$ cat src/rtl/core/mtwd_pkg.sv
`default_nettype none
package mtwd_pkg;

  // Table geometry.
  localparam int MAX_ENTRIES = 8;
  localparam int ENTRY_W     = (MAX_ENTRIES > 1) ? $clog2(MAX_ENTRIES) : 1;
  localparam int COUNT_W     = $clog2(MAX_ENTRIES + 1);

  // Field widths of the beats.
  localparam int ACTION_W  = 2;
  localparam int WORD_W    = 32;
  localparam int RATE_W    = 17;
  localparam int SLOT_W    = 3;
  localparam int MASK_W    = 8;
  localparam int CNTOUT_W  = 4;

  localparam logic [RATE_W-1:0] RATE_RESET = RATE_W'(1000);

  // Millisecond to tick conversion. A division by 1000 is a reciprocal multiply:
  // (x * RECIP_MAGIC) >> RECIP_SHIFT equals x / 1000 for every 32-bit x.
  localparam int                MS_PER_S    = 1000;
  localparam int                REM_W       = $clog2(MS_PER_S);
  localparam logic [WORD_W-1:0] RECIP_MAGIC = 32'h1062_4DD3;
  localparam int                RECIP_SHIFT = 38;

  typedef enum logic [ACTION_W-1:0] {
    ACT_REGISTER = 2'd0,
    ACT_FEED     = 2'd1,
    ACT_CHECK    = 2'd2,
    ACT_NONE     = 2'd3
  } action_e;

  // One memory word holds a whole table entry.
  typedef struct packed {
    logic [WORD_W-1:0] id;
    logic [WORD_W-1:0] timeout;
    logic [WORD_W-1:0] last_seen;
  } entry_t;

  typedef struct packed {
    logic              done;
    logic [WORD_W-1:0] ticks;
  } conv_status_t;

  typedef struct packed {
    logic                accepted;
    logic [SLOT_W-1:0]   slot;
    logic                found;
    logic [MASK_W-1:0]   expired_mask;
    logic                all_ok;
    logic [CNTOUT_W-1:0] entry_count;
  } result_t;

endpackage
`default_nettype wire

$ cat src/rtl/core/mtwd_in_if.sv
`default_nettype none
interface mtwd_in_if;
  import mtwd_pkg::*;

  logic                valid;
  logic                ready;
  logic [ACTION_W-1:0] action;
  logic [WORD_W-1:0]   task_id;
  logic [WORD_W-1:0]   limit_ms;
  logic [WORD_W-1:0]   now_tick;

  modport source (output valid, action, task_id, limit_ms, now_tick, input ready);
  modport sink   (input valid, action, task_id, limit_ms, now_tick, output ready);
endinterface
`default_nettype wire

$ cat src/rtl/core/mtwd_out_if.sv
`default_nettype none
interface mtwd_out_if;
  import mtwd_pkg::*;

  logic                valid;
  logic                ready;
  logic                accepted;
  logic [SLOT_W-1:0]   slot;
  logic                found;
  logic [MASK_W-1:0]   expired_mask;
  logic                all_ok;
  logic [CNTOUT_W-1:0] entry_count;

  modport source (output valid, accepted, slot, found, expired_mask, all_ok, entry_count,
                  input ready);
  modport sink   (input valid, accepted, slot, found, expired_mask, all_ok, entry_count,
                  output ready);
endinterface
`default_nettype wire

$ cat src/rtl/core/mtwd_tick_conv.sv
`default_nettype none
module mtwd_tick_conv (
  input  wire logic                          clk_i,
  input  wire logic                          rst_ni,
  input  wire logic                          start_i,
  input  wire logic [mtwd_pkg::WORD_W-1:0]   ms_i,
  input  wire logic [mtwd_pkg::RATE_W-1:0]   rate_i,
  output mtwd_pkg::conv_status_t             status_o
);
  import mtwd_pkg::*;

  // With ms = 1000 * sec + rem, the tick count is sec * rate + (rem * rate) / 1000.
  // Both divisions by 1000 share one reciprocal multiplier, used at the start
  // and again in the fraction step.
  localparam logic [2:0] STEP_SPLIT = 3'd4;
  localparam logic [2:0] STEP_PART  = 3'd3;
  localparam logic [2:0] STEP_FRAC  = 3'd2;
  localparam logic [2:0] STEP_SUM   = 3'd1;

  logic [WORD_W-1:0]   ms_q;
  logic [RATE_W-1:0]   rate_q;
  logic [WORD_W-1:0]   sec_q;
  logic [REM_W-1:0]    rem_q;
  logic [WORD_W-1:0]   whole_q;
  logic [WORD_W-1:0]   part_q;
  logic [WORD_W-1:0]   frac_q;
  logic [WORD_W-1:0]   ticks_q;
  logic [2:0]          step_q;
  logic                done_q;

  logic [WORD_W-1:0]   recip_in;
  logic [2*WORD_W-1:0] recip_prod;
  logic [WORD_W-1:0]   recip_quot;

  assign recip_in   = start_i ? ms_i : part_q;
  assign recip_prod = (2*WORD_W)'(recip_in) * (2*WORD_W)'(RECIP_MAGIC);
  assign recip_quot = WORD_W'(recip_prod >> RECIP_SHIFT);

  always_ff @(posedge clk_i or negedge rst_ni) begin
    if (!rst_ni) begin
      step_q <= '0;
      done_q <= 1'b0;
    end else begin
      done_q <= (step_q == STEP_SUM);
      if (start_i) begin
        step_q <= STEP_SPLIT;
      end else if (step_q != '0) begin
        step_q <= step_q - 3'd1;
      end
    end
  end

  always_ff @(posedge clk_i) begin
    if (start_i) begin
      ms_q   <= ms_i;
      rate_q <= rate_i;
      sec_q  <= recip_quot;
    end else begin
      case (step_q)
        STEP_SPLIT: begin
          rem_q   <= REM_W'(ms_q - sec_q * WORD_W'(MS_PER_S));
          whole_q <= sec_q * WORD_W'(rate_q);
        end
        STEP_PART: begin
          part_q <= WORD_W'(rem_q) * WORD_W'(rate_q);
        end
        STEP_FRAC: begin
          frac_q <= recip_quot;
        end
        STEP_SUM: begin
          ticks_q <= whole_q + frac_q;
        end
        default: begin
        end
      endcase
    end
  end

  // The sums wrap at 32 bits, which is the required truncation.
  assign status_o.done  = done_q;
  assign status_o.ticks = ticks_q;

endmodule
`default_nettype wire

$ cat src/rtl/core/multi_task_watchdog_table.sv
`default_nettype none
// Channel    Dir  Beat contents                                   Handshake
// item_i     in   action, task_id, limit_ms, now_tick             valid/ready
// result_o   out  accepted, slot, found, expired_mask, all_ok,    valid/ready
//                 entry_count
// cfg        in   cfg_wdata_i = tick_rate_hz                      cfg_we_i, no wait
//
// One item is worked on at a time. A feed or check beat visits the table entries in
// turn through the single read port of the entry memory. A register beat that stores
// an entry runs through the tick converter: a launch cycle, four converter steps
// (split, part, fraction, sum), the write-back cycle, the result cycle and the idle
// cycle. Other beats go from the item straight to the result and back to idle.
// Reset empties the table at once, with no clearing pass, and restores the tick rate
// to 1000 Hz. A result waiting on a stalled result_o holds its register while the
// next item is already taken and worked on.
module multi_task_watchdog_table (
  input  wire logic                          clk_i,
  input  wire logic                          rst_ni,
  mtwd_in_if.sink                            item_i,
  mtwd_out_if.source                         result_o,
  input  wire logic                          cfg_we_i,
  input  wire logic [mtwd_pkg::RATE_W-1:0]   cfg_wdata_i
);
  import mtwd_pkg::*;

  localparam logic [1:0] ST_IDLE = 2'd0;
  localparam logic [1:0] ST_SCAN = 2'd1;
  localparam logic [1:0] ST_CONV = 2'd2;
  localparam logic [1:0] ST_DONE = 2'd3;

  // Entry memory: one synchronous write port, one registered read port.
  entry_t mem [MAX_ENTRIES];
  entry_t rd_q;
  logic [ENTRY_W-1:0] rd_addr;
  logic               wr_en;
  logic [ENTRY_W-1:0] wr_addr;
  entry_t             wr_data;

  logic [1:0]          state_q, state_d;
  logic [COUNT_W-1:0]  count_q, count_d;
  logic [RATE_W-1:0]   rate_q;
  logic [ENTRY_W-1:0]  idx_q, idx_d;
  action_e             act_q;
  logic [WORD_W-1:0]   id_q, tmo_q, now_q;
  result_t             pend_q, pend_d;
  logic                ok_q, ok_d;
  logic [MASK_W-1:0]   mask_q, mask_d;
  result_t             res_q, res_d;
  logic                out_valid_q, out_valid_d;
  logic                accept;
  logic                conv_start;
  conv_status_t        conv_st;
  logic                last_entry;
  logic                expired;
  logic [WORD_W-1:0]   elapsed;

  mtwd_tick_conv u_conv (
    .clk_i    (clk_i),
    .rst_ni   (rst_ni),
    .start_i  (conv_start),
    .ms_i     (tmo_q),
    .rate_i   (rate_q),
    .status_o (conv_st)
  );

  assign item_i.ready = (state_q == ST_IDLE);
  assign accept       = item_i.valid && item_i.ready;

  assign rd_addr    = (state_q == ST_SCAN) ? idx_q + ENTRY_W'(1) : '0;
  assign last_entry = ((COUNT_W'(idx_q) + COUNT_W'(1)) == count_q);
  assign elapsed    = now_q - rd_q.last_seen;
  assign expired    = (elapsed > rd_q.timeout);

  always_ff @(posedge clk_i) begin
    if (wr_en) begin
      mem[wr_addr] <= wr_data;
    end
    rd_q <= mem[rd_addr];
  end

  always_comb begin
    state_d     = state_q;
    count_d     = count_q;
    idx_d       = idx_q;
    pend_d      = pend_q;
    ok_d        = ok_q;
    mask_d      = mask_q;
    conv_start  = 1'b0;
    wr_en       = 1'b0;
    wr_addr     = idx_q;
    wr_data     = '{id: id_q, timeout: rd_q.timeout, last_seen: now_q};
    out_valid_d = out_valid_q && !result_o.ready;
    res_d             = pend_q;
    res_d.entry_count = CNTOUT_W'(count_q);

    case (state_q)
      ST_IDLE: begin
        if (accept) begin
          pend_d = '0;
          idx_d  = '0;
          // For a register beat ok_q marks that the multiply is not launched yet.
          ok_d   = (action_e'(item_i.action) != ACT_REGISTER);
          mask_d = '0;
          case (action_e'(item_i.action))
            ACT_REGISTER: begin
              if ((item_i.task_id != '0) && (count_q < COUNT_W'(MAX_ENTRIES))) begin
                state_d = ST_CONV;
              end else begin
                state_d = ST_DONE;
              end
            end
            ACT_FEED, ACT_CHECK: begin
              if (count_q == '0) begin
                pend_d.all_ok = (action_e'(item_i.action) == ACT_CHECK);
                state_d       = ST_DONE;
              end else begin
                state_d = ST_SCAN;
              end
            end
            default: begin
              state_d = ST_DONE;
            end
          endcase
        end
      end

      ST_CONV: begin
        // The first cycle here launches the multiply from the captured item.
        conv_start = !conv_st.done && (idx_q == '0) && !ok_q;
        if (conv_st.done) begin
          wr_en           = 1'b1;
          wr_addr         = ENTRY_W'(count_q);
          wr_data         = '{id: id_q, timeout: conv_st.ticks, last_seen: now_q};
          count_d         = count_q + COUNT_W'(1);
          pend_d.accepted = 1'b1;
          pend_d.slot     = SLOT_W'(count_q);
          state_d         = ST_DONE;
        end
        ok_d = 1'b1;
      end

      ST_SCAN: begin
        if (act_q == ACT_FEED) begin
          if (rd_q.id == id_q) begin
            wr_en        = 1'b1;
            pend_d.found = 1'b1;
            pend_d.slot  = SLOT_W'(idx_q);
            state_d      = ST_DONE;
          end else if (last_entry) begin
            state_d = ST_DONE;
          end
        end else begin
          if (expired) begin
            ok_d   = 1'b0;
            mask_d = mask_q | (MASK_W'(1) << idx_q);
          end
          if (last_entry) begin
            pend_d.all_ok       = ok_d;
            pend_d.expired_mask = mask_d;
            state_d             = ST_DONE;
          end
        end
        idx_d = idx_q + ENTRY_W'(1);
      end

      ST_DONE: begin
        if (!out_valid_q || result_o.ready) begin
          out_valid_d = 1'b1;
          state_d     = ST_IDLE;
        end
      end

      default: begin
        state_d = ST_IDLE;
      end
    endcase
  end

  always_ff @(posedge clk_i or negedge rst_ni) begin
    if (!rst_ni) begin
      state_q     <= ST_IDLE;
      count_q     <= '0;
      rate_q      <= RATE_RESET;
      out_valid_q <= 1'b0;
    end else begin
      state_q     <= state_d;
      count_q     <= count_d;
      out_valid_q <= out_valid_d;
      if (cfg_we_i) begin
        rate_q <= cfg_wdata_i;
      end
    end
  end

  always_ff @(posedge clk_i) begin
    idx_q  <= idx_d;
    pend_q <= pend_d;
    mask_q <= mask_d;
    ok_q   <= ok_d;
    if (accept) begin
      act_q <= action_e'(item_i.action);
      id_q  <= item_i.task_id;
      tmo_q <= item_i.limit_ms;
      now_q <= item_i.now_tick;
    end
    if ((state_q == ST_DONE) && (!out_valid_q || result_o.ready)) begin
      res_q <= res_d;
    end
  end

  assign result_o.valid        = out_valid_q;
  assign result_o.accepted     = res_q.accepted;
  assign result_o.slot         = res_q.slot;
  assign result_o.found        = res_q.found;
  assign result_o.expired_mask = res_q.expired_mask;
  assign result_o.all_ok       = res_q.all_ok;
  assign result_o.entry_count  = res_q.entry_count;

endmodule
`default_nettype wire
$ cat src/flat_wrapper.sv
// flat-port wrapper written by rule: the top's interface ports become plain ports
module multi_task_watchdog_table_flat import mtwd_pkg::*;
  (clk_i, rst_ni, cfg_we_i, cfg_wdata_i, item_i_valid, item_i_action, item_i_task_id, item_i_limit_ms, item_i_now_tick, item_i_ready, result_o_valid, result_o_accepted, result_o_slot, result_o_found, result_o_expired_mask, result_o_all_ok, result_o_entry_count, result_o_ready);
  mtwd_in_if item_i_i ();
  mtwd_out_if result_o_i ();
  input  wire logic clk_i;
  input  wire logic rst_ni;
  input  wire logic cfg_we_i;
  input  wire logic [mtwd_pkg::RATE_W-1:0] cfg_wdata_i;
  input wire logic [$bits(item_i_i.valid)-1:0] item_i_valid;
  input wire logic [$bits(item_i_i.action)-1:0] item_i_action;
  input wire logic [$bits(item_i_i.task_id)-1:0] item_i_task_id;
  input wire logic [$bits(item_i_i.limit_ms)-1:0] item_i_limit_ms;
  input wire logic [$bits(item_i_i.now_tick)-1:0] item_i_now_tick;
  output wire logic [$bits(item_i_i.ready)-1:0] item_i_ready;
  output wire logic [$bits(result_o_i.valid)-1:0] result_o_valid;
  output wire logic [$bits(result_o_i.accepted)-1:0] result_o_accepted;
  output wire logic [$bits(result_o_i.slot)-1:0] result_o_slot;
  output wire logic [$bits(result_o_i.found)-1:0] result_o_found;
  output wire logic [$bits(result_o_i.expired_mask)-1:0] result_o_expired_mask;
  output wire logic [$bits(result_o_i.all_ok)-1:0] result_o_all_ok;
  output wire logic [$bits(result_o_i.entry_count)-1:0] result_o_entry_count;
  input wire logic [$bits(result_o_i.ready)-1:0] result_o_ready;
  assign item_i_i.valid = item_i_valid;
  assign item_i_i.action = item_i_action;
  assign item_i_i.task_id = item_i_task_id;
  assign item_i_i.limit_ms = item_i_limit_ms;
  assign item_i_i.now_tick = item_i_now_tick;
  assign item_i_ready = item_i_i.ready;
  assign result_o_valid = result_o_i.valid;
  assign result_o_accepted = result_o_i.accepted;
  assign result_o_slot = result_o_i.slot;
  assign result_o_found = result_o_i.found;
  assign result_o_expired_mask = result_o_i.expired_mask;
  assign result_o_all_ok = result_o_i.all_ok;
  assign result_o_entry_count = result_o_i.entry_count;
  assign result_o_i.ready = result_o_ready;
  multi_task_watchdog_table u_core (.clk_i(clk_i), .rst_ni(rst_ni), .item_i(item_i_i), .result_o(result_o_i), .cfg_we_i(cfg_we_i), .cfg_wdata_i(cfg_wdata_i));
endmodule
$ cat config.mk
export PLATFORM = sky130hd
export DESIGN_NAME = multi_task_watchdog_table_flat
export DESIGN_NICKNAME = d
export VERILOG_FILES = /design/src/rtl/core/mtwd_pkg.sv /design/src/rtl/core/mtwd_in_if.sv /design/src/rtl/core/mtwd_out_if.sv /design/src/rtl/core/mtwd_tick_conv.sv /design/src/rtl/core/multi_task_watchdog_table.sv /design/src/flat_wrapper.sv
export SDC_FILE = /design/constraint.sdc
export NUM_CORES = 2
export LEC_CHECK = 0
export BUFFER_PORTS_ARGS = -buffer_cell sky130_fd_sc_hd__buf_2
export CAP_MARGIN = 5
export CORE_AREA = 3 3 363 401
export DETAILED_ROUTE_END_ITERATION = 16
export DIE_AREA = 0 0 366 404
export PLACE_DENSITY_LB_ADDON = 0.12
export SKIP_CTS_REPAIR_TIMING = 1
export SLEW_MARGIN = 40
export SYNTH_ARGS = -nofsm -noshare
export SYNTH_HDL_FRONTEND = slang
export SYNTH_HIERARCHICAL = 1
export SYNTH_SLANG_ARGS = --single-unit
$ cat constraint.sdc
create_clock -name clk_i -period 22.9 [get_ports clk_i]
set_input_delay 1.145 -clock clk_i [delete_from_list [all_inputs] [get_ports clk_i]]
set_output_delay 1.145 -clock clk_i [all_outputs]
set_load 0.005 [all_outputs]
## Word level (Yosys, flattened, before mapping)

Memories as Yosys holds them, arrays and structs flattened. A register that Yosys moved wholly into a read port is not among the register bits.
Index checks and enable logic that the tools add are counted.
Widths: inputs -> output; s select.

| word-level totals | value |
|---|---|
| register bits after elaboration | 344 |
| bits in writable memories | 768 |
| word-level logic and storage cells | 152 |
| memories kept | 1 |

| cells by class | value |
|---|---|
| add/sub/neg operators | 7 |
| multipliers | 4 |
| order comparisons | 2 |
| equal/unequal tests | 19 |
| shift operators | 1 |
| multiplexer cells | 48 |
| bitwise gates (word level) | 2 |
| reduce and logical (&&, ||, !) cells | 36 |

Memories:

| memory | words | bits a word | read ports | clocked after Yosys merged registers in | wr ports | RTL line | source |
|---|---|---|---|---|---|---|---|
| u_core.mem | 8 | 96 | 1 | 1 | 1 | multi_task_watchdog_table.sv:32 | `entry_t mem [MAX_ENTRIES];` |

Operators by type and width:

| kind | count |
|---|---|
| $mux 64 | 2 |
| $mul 32x29->61 const B | 1 |
| $add 32x23->32 | 1 |
| $eq 32x32->1 | 1 |
| $gt 32x32->1 | 1 |
| $mul 23x17->32 | 1 |
| $mux 32 | 1 |
| $reduce_bool 32->1 | 1 |
| $sub 32x32->32 | 1 |
| $mul 10x17->27 | 1 |
| $mux 8 | 3 |
| $mul 23x7->7 const B | 1 |
| $pmux 10 s2 | 1 |
| $mux 18 | 1 |
| $mux 3 | 6 |
| $mux 9 | 2 |
| $pmux 8 s2 | 1 |
| $mux 1 | 14 |
| $mux 2 | 7 |
| $mux 4 | 3 |
| $reduce_and 2->1 | 6 |
| $reduce_and 3->1 | 4 |
| $ne 2x2->1 const B | 5 |
| $sub 10x10->10 | 1 |
| 32 further kinds | 53 |

## Logic depth before layout (Yosys ltp)

| depth | value |
|---|---|
| word-level depth | 6 |
| mapped depth | 33 |
| gate-level depth less buffers | 30 |

## Cells and area by module

The synthesis kept the hierarchy.

By module, submodules not included:

| module | instances | cells an instance | area each (sq um) |
|---|---|---|---|
| multi_task_watchdog_table | 1 | 2277 | 39476.6 |
| mtwd_tick_conv | 1 | 3867 | 38276.7 |

## Worst setup path after synthesis

Ideal clock, no wire load.

| timing | value |
|---|---|
| kind | register to register |
| start point | register u_core.idx_q[0] |
| end point | register u_core.u_conv.frac_q[21], data pin |
| setup time | 0.262 ns |
| arrival | 13.748 ns |
| data required time | 22.638 ns |
| setup slack | 8.890 ns |
| stages on the path, launching flop included | 33 |
| path buffers | 3 |
| path through | edfxtp_1 -> clkbuf_1 -> inv_2 -> clkbuf_1 -> ha_1 -> nor4b_1 -> buf_1 -> mux2i_1 -> inv_1 -> ha_1 -> fa_1 -> fa_1 -> inv_1 -> fa_1 -> inv_1 -> fa_1 -> inv_1 -> fa_1 -> inv_1 -> fa_1 -> inv_1 -> fa_1 -> inv_1 -> ha_1 -> nand2_1 -> or4_4 -> a311oi_2 -> o21a_2 -> o211ai_1 -> a41oi_2 -> a41o_1 -> nor2_1 -> xnor2_1 |

| on the way | value |
|---|---|
| word-level cells in the longest chain between the ends | 6 |

RTL lines:

| item | RTL line | source |
|---|---|---|
| start: declaration | multi_task_watchdog_table.sv:42 | `logic [ENTRY_W-1:0] idx_q, idx_d;` |
| start signal: assignment | multi_task_watchdog_table.sv:196 | `idx_q <= idx_d;` |
| $logic_not 3->1 | multi_task_watchdog_table.sv:129 | `conv_start = !conv_st.done && (idx_q == '0) && !ok_q;` |
| $logic_and 1x1->1 (2 in a row) | multi_task_watchdog_table.sv:129 |  |
| $mux 1 | multi_task_watchdog_table.sv:96 | `case (state_q)` |
| named net u_core.conv_start | multi_task_watchdog_table.sv:51 | `logic conv_start;` |
| $mux 32 | mtwd_tick_conv.sv:35 | `assign recip_in = start_i ? ms_i : part_q;` |
| $mul 32x29->61 | mtwd_tick_conv.sv:36 | `assign recip_prod = (2*WORD_W)'(recip_in) * (2*WORD_W)'(RECIP_MAGIC);` |
| named net u_core.u_conv.recip_prod[59] | mtwd_tick_conv.sv:32 | `logic [2*WORD_W-1:0] recip_prod;` |
| end signal: assignment | mtwd_tick_conv.sv:68 | `frac_q <= recip_quot;` |
| end: declaration | mtwd_tick_conv.sv:26 | `logic [WORD_W-1:0] frac_q;` |

The timed path passes the listed nets, and every way through them passes these cells.
A chain may end at the register's enable or synchronous reset.

## Worst setup path in the final report

| timing | value |
|---|---|
| start point | register u_core.idx_q[0] |
| end point | register u_core.u_conv.sec_q[20], data pin |

| on the way | value |
|---|---|
| word-level cells in the longest chain between the ends | 6 |

RTL lines:

| item | RTL line | source |
|---|---|---|
| $logic_not 3->1 | multi_task_watchdog_table.sv:129 |  |
| $logic_and 1x1->1 (2 in a row) | multi_task_watchdog_table.sv:129 |  |
| $mux 1 | multi_task_watchdog_table.sv:96 |  |
| named net u_core.conv_start | multi_task_watchdog_table.sv:51 |  |
| $mux 32 | mtwd_tick_conv.sv:35 |  |
| $mul 32x29->61 | mtwd_tick_conv.sv:36 |  |
| named net u_core.u_conv.recip_prod[58] | mtwd_tick_conv.sv:32 |  |
| end signal: assignment | mtwd_tick_conv.sv:57 | `sec_q <= recip_quot;` |
| end: declaration | mtwd_tick_conv.sv:22 | `logic [WORD_W-1:0] sec_q;` |

The timed path passes the listed nets, and every way through them passes these cells.

==> out/metrics.yaml <==
global_routing:
  grtUsageTotal_pct: 26.2
  first_global_vias: 49700
  grt_max_degree: 110
  antenna_found_initial: 2
  grt_pass1_wl_um: 296000
  overflow: 0
route:
  drc: 0
  drt.antenna.violating_nets: 0
  wl_um: 191000
  vias_per_cell: 5.71
  drt_iter0_markers: 3135
  vias: 47200
  firstDrtPassIters: 6
  routedWlPerCell_um: 23.1
logic_synthesis:
  synth_area_leader_cell: "edfxtp_1"
  synth_top_area_share_pct: 41.9
  synthesis.area_um2: 77800
  synthCells: 6144
  ys_ff_latch: 1208
  async_flop_share_pct: 2.32
  syn-num-nets: 7627
  synth_edf_count: 1084
  synthFlopType: "edfxtp_1"
  yosysSeqAreaShare_pct: 45.2
  avgSynthCellArea_um2: 12.7
  yosys_warnings: 6
  netlist_top_cells_area: "edfxtp_1, fa_1, ha_1"
  synth_cell_types: 81
timing:
  setup_viol: 0
  fin_tns_setup_ns: 0
  hold_violations: 0
  fin_skew_ns: 0.0380
  rsz0062_at_grt: "false"
  relSlewSlack_pct: 39.2
  drv_slew: 0
  fin_crit_ns: 10.02
  fin_crit_sh_pct: 43.7
  fmax_ghz: 0.0998
  worstMarginPinSlew_ns: 0.913
  hold-worst-slack_ns: 0.358
die:
  start_util_pct: 54.8
  fp.dieH_um: 404
  core_area_um2: 142000
  die_x_um: 366
  fp-row-count: 145
  dieArea_um2: 148000
  ios: 140
layout:
  final_common_cell: "edfxtp_1"
  drive_gt1_share_pct: 8.92
  area_growth_pct: 9.00
  fillers: 11500
  final_cell_mix: "edfxtp_1, inv_1, fa_1, ha_1, nand2_1"
  design_area_um2: 84800
  n_antenna_cell: 0
  nNetsFinal: 7725
  fin_cells: 8256
placement:
  dp.cells: 8027
  placed_area_um2: 80700
  portBuffers: 139
  post-dp-hpwl_um: 132000
  gp_congestion: 0.894
setup_path:
  cp_max_fo: 89
  end_kind: "flop"
  slowest_delay_ns: 0.60
  cp_data_arrival_time_ns: 10.48
  cp_num_buf_inv: 7
  start_kind: "flop"
  cpMaxStageDelayCell: "mux2i_1"
  cp_data_required_time_ns: 23.36
  crit_type: "flop to flop"
  critical-path-top-delay-family: "adder cells"
  crit_top_cell: "fa_1"
clocking:
  cts_root_buf: "clkbuf_16"
  ctsHtreeMaxLevel: 3
  cts_tree: "done"
  clock_sinks: 1208
  clkLatencyLatePin_ns: 0.75
  clk_path_buf_depth: 3
  cts_made_buffers: 118
  clk_pin_slew_worst_paths_ns: 0.06
outcome:
  status: "completed"
run:
  maxCapViolCount: 0
worst_hold_path:
  hold_path_class: "input pin to asynchronous set/reset pin"
## worst paths after layout
kind | startpoint | endpoint | slack (ns) | cells past startpoint
max reg2reg | u_core/idx_q[0] | u_core/u_conv/sec_q[20] | 12.88 | 28
min | rst_ni | u_core/rate_q[13] | 0.36 | 1
max in group asynchronous | rst_ni | u_core/u_conv/done_q | 22.19 | 1
min in group clk_i | u_core/pend_q[7] | u_core/result_o.expired_mask[2] | 0.41 | 0
max | u_core/idx_q[0] | u_core/u_conv/sec_q[20] | 12.88 | 28
min reg2reg | u_core/pend_q[7] | u_core/result_o.expired_mask[2] | 0.41 | 0
## registers in the layout (all words and copies together) (netlist names), 3 cells and up
name and flops:
u_core/u_conv/frac_q 23, u_core/u_conv/rate_q 17, u_core/u_conv/sec_q 23, u_core/result_o.slot 3
u_core/rate_q 17, u_core/pend_q 14, u_core/count_q 4, u_core/idx_q 3
u_core/mask_q 8, u_core/u_conv/ms_q 10, u_core/id_q 32, u_core/u_conv/part_q 27
u_core/rd_q 96, u_core/u_conv/rem_q 10, u_core/result_o.expired_mask 8, u_core/now_q 32
u_core/result_o.entry_count 4, u_core/u_conv/step_q 3, u_core/mem 768, u_core/u_conv/whole_q 32
u_core/u_conv/ticks_q 32, u_core/tmo_q 32
## per-stage QoR
step	setup WS (ns)	utilization, %
floorplan	8.89	-
global placement	13.07	56.8
detailed placement	12.93	56.9
CTS	12.86	59.7
global route	12.34	59.7
finish	12.88	59.7
## cell usage after synthesis, types with 16 or more instances
| library cell | count |
|---|---|
| a211oi_1 | 21 |
| a21o_1 | 73 |
| a21oi_1 | 149 |
| a221oi_1 | 199 |
| and2_1 | 174 |
| and3_1 | 17 |
| clkbuf_1 | 215 |
| dfrtp_1 | 22 |
| dfxtp_1 | 96 |
| edfxtp_1 | 1084 |
| fa_1 | 710 |
| ha_1 | 653 |
| inv_1 | 1048 |
| mux2_2 | 26 |
| mux2i_1 | 21 |
| mux4_2 | 96 |
| nand2_1 | 616 |
| nand2b_1 | 30 |
| nand3_1 | 46 |
| nand4_1 | 35 |
| nor2_1 | 115 |
| nor2b_1 | 32 |
| nor3_1 | 36 |
| o21a_1 | 16 |
| o21ai_0 | 125 |
| o31ai_1 | 103 |
| xnor2_1 | 139 |
| xor2_1 | 43 |
## metal layers
layer / track usage (%) / vias up / share of wire [%]
met5: 0 / - / 0
met1: 34.2 / 24300 / 41
li1: - / 21300 / -
met3: 3.02 / 268 / 4.6
met4: 7.93 / 0 / 3.1
met2: 46.2 / 1284 / 51
## area by class of cell
cell class,instances,area [um2],share of cell area (%)
clock inverter,51,617,0.728
multi-input combinational,3653,37900,44.7
inverter,1050,3960,4.67
sequential,1208,35200,41.5
tap,1911,2390,2.82
clock buffer,172,3370,3.97
timing repair buffer,211,1370,1.61
## worst register-to-register path, delay by kind of cell, from the launching register on
family / cells / cell delay (ns)
AND/OR/NAND/NOR: 2 / 0.41
flip-flops: 1 / 0.43
adder cells (fa/ha/maj): 10 / 4.49
multiplexers: 1 / 0.79
buffers and inverters: 7 / 1.65
AO/OA/AOI/OAI: 8 / 1.95
## cells by family after synthesis
family | share of synthesized area [%]
flip-flops | 45.2
multiplexers | 3.43
buffers and inverters | 6.22
AND/OR/NAND/NOR | 6.87
AO/OA/AOI/OAI | 7.40
adder cells (fa/ha/maj) | 28.8
XOR/XNOR | 2.05
Power is not shown: default switching activity piles up to over one toggle a cycle in this logic, so the estimate is an artifact.
